--- src/hdl/chm_pkg.sv ---
// Shared types, codes and widths of the chained hash map core.
// Used by chm_mod_unit, chained_hash_map_core and chm_checker.
package chm_pkg;

  localparam int KEY_W    = 32;
  localparam int VAL_W    = 32;
  localparam int CMD_W    = 2;
  localparam int STAT_W   = 2;
  localparam int CFG_W    = 7;
  localparam int S_DATA_W = 72;  // cmd + key + value, padded to bytes
  localparam int M_DATA_W = 40;  // status + found_value, padded to bytes
  localparam int MOD_STEPS = 32;
  localparam int STEP_W    = 6;

  localparam int BUCKETS_DEF = 64;
  localparam int WAYS_DEF    = 4;
  localparam logic [CFG_W-1:0] BUCKET_COUNT_RST = 7'd64;

  localparam logic [CMD_W-1:0] CMD_INSERT = 2'd0;
  localparam logic [CMD_W-1:0] CMD_REMOVE = 2'd1;
  localparam logic [CMD_W-1:0] CMD_LOOKUP = 2'd2;

  localparam logic [STAT_W-1:0] ST_DONE    = 2'd0;
  localparam logic [STAT_W-1:0] ST_MISSING = 2'd1;
  localparam logic [STAT_W-1:0] ST_FULL    = 2'd2;

  typedef enum logic [2:0] {
    S_CLEAR,
    S_IDLE,
    S_DIV,
    S_ROW,
    S_RD,
    S_CMP,
    S_UPD
  } state_t;

endpackage

--- src/hdl/chm_mod_unit.sv ---
// Bit-serial restoring remainder unit: key modulo bucket count, one bit per cycle.
// Depends on chm_pkg.
module chm_mod_unit (
  input  logic                       clk,
  input  logic                       rst,
  input  logic                       start,
  input  logic [chm_pkg::KEY_W-1:0]  dividend,
  input  logic [chm_pkg::CFG_W-1:0]  divisor,
  output logic                       done,
  output logic [chm_pkg::CFG_W-1:0]  remainder
);
  import chm_pkg::*;

  logic              busy;
  logic [STEP_W-1:0] step;
  logic [KEY_W-1:0]  dvd;
  logic [CFG_W-1:0]  dvs;
  logic [CFG_W-1:0]  rem;
  logic [CFG_W-1:0]  rem_next;
  logic [CFG_W:0]    trial;

  // Shift in the next dividend bit and subtract when it fits.
  always_comb begin
    trial = {rem, dvd[KEY_W-1]};
    if (trial >= {1'b0, dvs}) begin
      rem_next = CFG_W'(trial - {1'b0, dvs});
    end else begin
      rem_next = trial[CFG_W-1:0];
    end
  end

  always_ff @(posedge clk) begin
    if (rst) begin
      busy <= 1'b0;
      done <= 1'b0;
    end else begin
      done <= 1'b0;
      if (start) begin
        busy <= 1'b1;
      end else if (busy && step == STEP_W'(MOD_STEPS - 1)) begin
        busy <= 1'b0;
        done <= 1'b1;
      end
    end
  end

  always_ff @(posedge clk) begin
    if (start) begin
      step <= '0;
      dvd  <= dividend;
      dvs  <= divisor;
      rem  <= '0;
    end else if (busy) begin
      step <= step + STEP_W'(1);
      dvd  <= {dvd[KEY_W-2:0], 1'b0};
      rem  <= rem_next;
    end
  end

  assign remainder = rem;

endmodule

--- config.mk ---
export PLATFORM = sky130hd
export DESIGN_NAME = chm_mod_unit
export DESIGN_NICKNAME = d
export VERILOG_FILES = /design/src/hdl/chm_pkg.sv /design/src/hdl/chm_mod_unit.sv
export SDC_FILE = /design/constraint.sdc
export NUM_CORES = 1
export LEC_CHECK = 0
export BUFFER_PORTS_ARGS = -buffer_cell sky130_fd_sc_hd__buf_2
export CAP_MARGIN = 10
export CORE_MARGIN = 2
export CORE_UTILIZATION = 40
export CTS_BUF_LIST = sky130_fd_sc_hd__clkbuf_2 sky130_fd_sc_hd__clkbuf_4 sky130_fd_sc_hd__clkbuf_8
export DETAILED_ROUTE_END_ITERATION = 8
export GPL_TIMING_DRIVEN = 0
export PLACE_DENSITY = 0.63
export SLEW_MARGIN = 25
export SYNTH_ARGS = -nofsm -noshare
export SYNTH_HDL_FRONTEND = slang
export SYNTH_SLANG_ARGS = --single-unit
--- constraint.sdc ---
create_clock -name clk -period 8.1 [get_ports clk]
set_clock_uncertainty 0.15 [all_clocks]
set_input_delay 0.81 -clock clk [delete_from_list [all_inputs] [get_ports clk]]
set_output_delay 0.81 -clock clk [all_outputs]
set_load 0.02 [all_outputs]
---- After elaboration in Yosys (flattened, before gate mapping) ----
Index checks and enable logic that the tools add are counted.
cells by class
  bitwise gates (word level) .............. 0
  add/sub/neg operators ................... 2
  muxes and demuxes ....................... 6
  shifts and indexed selects .............. 0
  equal/unequal tests ..................... 1
  order comparisons ....................... 1
  reductions and logical operators ........ 4
  div/mod/pow operators ................... 0
  $mul .................................... 0
operators with widths
  cell                   count
  $mux W32               2
  $ge A8 B7 Y1           1
  $mux W7                1
  $sub A7 B7 Y7          1
  $add A6 B1 Y6 const B  1
  $eq A6 B5 Y1 const B   1
  $reduce_bool A2 Y1     2
  $mux W1                3
  $reduce_or A2 Y1       1
  $logic_and A1 B1 Y1    1
word-level totals
  register bits after elaboration ......... 54
  word-level logic and storage cells ...... 20
  output and inout port bits .............. 8
  memories ................................ 0
  bits in latches ......................... 0
  input port bits ......................... 42
  memory bits (writable) .................. 0
  ROM bits ................................ 0

---- Longest topological paths before layout ----
  depth in word-level cells ............... 4
  mapped depth ............................ 9
  depth with buffers taken out ............ 9

---- Least setup slack after synthesis ----
Ideal clock, no wire load.
  kind .................................... reg2reg
  from .................................... register dvd[31]
  to ...................................... register rem[0], in the netlist remainder[0]
  slack ................................... 5.570 ns
  period minus slack after synthesis ...... 2.530 ns
  buffers on the path ..................... 0
  required time ........................... 7.864 ns
  library setup time ...................... 0.086 ns
  data arrival time ....................... 2.294 ns
  stages on the path, launching flop included .. 10
  path through ............................ edfxtp_1 inv_1 ha_1 inv_1 fa_1 a211oi_2 o21ai_2 a41oi_4 mux2_2 a211oi_1
on the way
  word-level cells in the longest chain between the ends .. 2
  elaborated cells on any way between the ends .. 3
  those cells by class .................... add/sub: 1; order compare: 1; mux: 1
ends and longest elaborated chain
  element                                               line                                    RTL
  start, declared                                       chm_mod_unit.sv:16                      logic [KEY_W-1:0] dvd;
  start signal, assigned                                chm_mod_unit.sv:50                      dvd <= dividend;
  start signal, assigned                                chm_mod_unit.sv:55                      dvd <= {dvd[KEY_W-2:0], 1'b0};
  $sub A7 B7 Y7 / $ge A8 B7 Y1 (equally long branches)  chm_mod_unit.sv:26, chm_mod_unit.sv:25
  $mux W7 (*)                                           chm_mod_unit.sv:25                      if (trial >= {1'b0, dvs}) begin
  end signal, assigned                                  chm_mod_unit.sv:56                      rem <= rem_next;
  end, declared                                         chm_mod_unit.sv:18                      logic [CFG_W-1:0] rem;
Mark *: on every way between the ends. The rest lies on a longest branch, timed or not.
A chain may end at the register's enable or synchronous reset.

---- Worst setup path in the final report ----
Ends and elaborated chain as after synthesis.

==> out/summary.txt <==
Final ANT Viol Nets: 0
share of cells above drive strength 1: 38.1%
sequential fraction of the synthesis area: 58.6%
Initial Util: 41.9%
highest-count cells in the layout ignoring fill and taps: 49 x buf_2, 39 x edfxtp_1, 32 x mux2_2
Top FF cell, synth: edfxtp_1
Min-Delay Path Class: reg2reg
clk sinks: 54
Post-CTS Setup Bufs: 0
initial antenna violation count: 0
Crit. Startpoint: dvd[31]
synth unique cells: 38
Synth Instances: 187
Post-DP Area: 2850 sq um
Via density: 4.97
H-tree depth: 2
main combinational cell family by area after synthesis: multiplexers
Synth Area in XOR/XNOR: 2.79%
Crit Path Class: reg2reg
slew margin rel.: 50.2%
fin crit share: 34.0%
number of synthesized flops with an enable pin: 39
gr usage total: 13.4%
Synth Area in Simple Gates: 7.32%
unrepaired setup endpoints after global routing: no
Fillers: 570
number of setup violations in the final report: 0
# rows: 28
clock latency on the worst-skew pair: 0.30 ns
chip width: 83.2 um
height of the die: 83.2 um
first-pass GRT wire length: 7510 um
CTS resizes: 0
max frequency: 0.363 GHz
dpl ws: 5.36 ns
Placeable Area: 5990 sq um
Hold Violations, Final: 0
Worst-path clk slew: 0.09 ns
TritonCTS buffer count: 5
dpl hpwl: 3150 um
post-layout util: 49.0%
Hold Path Depth: 2
crit path max fanout: 10
Synth Area in Compound Gates: 7.47%
R2R Setup Slk: 5.34 ns
synthesized area: 2510 sq um
Layout area overhead: 16.9%
Worst Setup Start Kind: flop
#FFs+latches synth: 54
fraction of registers with async set/reset: 0%
DRT iter0 DRCs: 81
FF/Latch Area: 1470 sq um
R2R cell count: 9
worst-margin pin slew: 0.747 ns
hold path startpoint: step[5]
Syn Area/Cell: 13.4 sq um
Layout Nets: 294
Yosys warnings: 0
Remaining DRCs: 0
maximum VDD drop: 0.000106 V
DR WL/cell: 13.8 um
largest net degree at the start of global routing: 34
full die area: 6930 sq um
maximum clock path buffer count: 2
aggregate global routing overflow: 0
r2r startpoint: dvd[31]
number of placed I/O pins: 50
final WL: 4400 um
min cycle time layout: 2.76 ns
Via Count: 1584
outcome: finished clean
Final Max Tran Viols: 0
Root Driver: clkbuf_8
required time of the worst setup path: 8.17 ns
placed instance count: 311
mux share of post-synthesis cell area: 16.3%
drt pass-1 iters: 5
Post-Syn Nets: 238
worst hold slack: 0.352 ns
max-cap violations: 0
footprint of the multi-input gates: 972 sq um
worst endpoint data arrival time: 2.83 ns
TritonCTS clock tree: done
P_leak: 1.18 nW
PortBufs: 49
hold buffers post-CTS: 0
Synth Area in Adders: 4.78%
Critical Path Sink Type: flop
P per Cell Area: 201 nW/um^2
setup TNS: 0 ns
final worst setup slack: 5.34 ns
gpl congestion: 0.751
Power Total: 590 uW
final cell count without fillers: 319
vias in the first global route: 1575
ANT cells: 0
Design Area, Final: 2940 sq um
most common cell after layout, fill and taps aside: buf_2
cell usage after synthesis (all sizes together), types with 4 or more instances:
library cell / n / area share, %
mux2: 32 / 14
nand4: 4 / 1.0
clkbuf: 4 / 0.60
a211oi: 6 / 2.0
ha: 8 / 4.0
inv: 11 / 1.6
o21ai: 4 / 0.95
edfxtp: 39 / 47
xor2: 6 / 2.1
dfxtp: 15 / 12
nand2: 6 / 0.90
mux2i: 5 / 2.0
a21oi: 4 / 0.80
nor2: 15 / 2.2
layer usage:
metal | vias up | part of all wire, % | track usage (%)
li1 | 802 | - | -
met1 | 734 | 47 | 17.4
met2 | 46 | 45 | 20.7
met3 | 2 | 7.6 | 5.86
met4 | 0 | 0.39 | 3.13
met5 | - | 0 | 0
cell families after synthesis:
logic type | after synthesis
adder cells (fa/ha/maj) | 9
XOR/XNOR | 8
multiplexers | 37
AND/OR/NAND/NOR | 38
buffers and inverters | 18
AO/OA/AOI/OAI | 23
flip-flops | 54
final timing paths:
check                 endpoint
hold reg to reg        step[5]
hold / removal         step[5]
setup / recovery  remainder[0]
setup reg to reg  remainder[0]
cell type report:
type | count | share of cell area, %
Clock inverter | 2 | 0.298
Sequential cell | 54 | 50.1
Timing Repair Buffer | 49 | 8.35
Buffer | 7 | 0.895
Tap cell | 75 | 3.20
Inverter | 11 | 1.41
Clock buffer | 6 | 2.60
Multi-Input combinational cell | 115 | 33.1
where the power goes:
| group | switching, mW | internal (mW) | leakage [nW] |
|---|---|---|---|
| Sequential | 0.0110 | 0.325 | 0.514 |
| Combinational | 0.0548 | 0.0503 | 0.623 |
| Clock | 0.0853 | 0.0631 | 0.0460 |
| Total | 0.151 | 0.439 | 1.18 |
critical path: stages, from the launching register on:
cell,delay (ns)
edfxtp_1,0.36
inv_1,0.09
ha_1,0.16
inv_1,0.05
fa_1,0.41
a211oi_2,0.30
o21ai_2,0.12
a41oi_4,0.43
mux2_2,0.39
a211oi_1,0.21
registers in the layout, indices dropped and copies added, names as in the netlist:
name       flops
dvd           32
dvs            7
busy           1
done           1
remainder      7
step           6
Power figures use the tool's default switching activity.
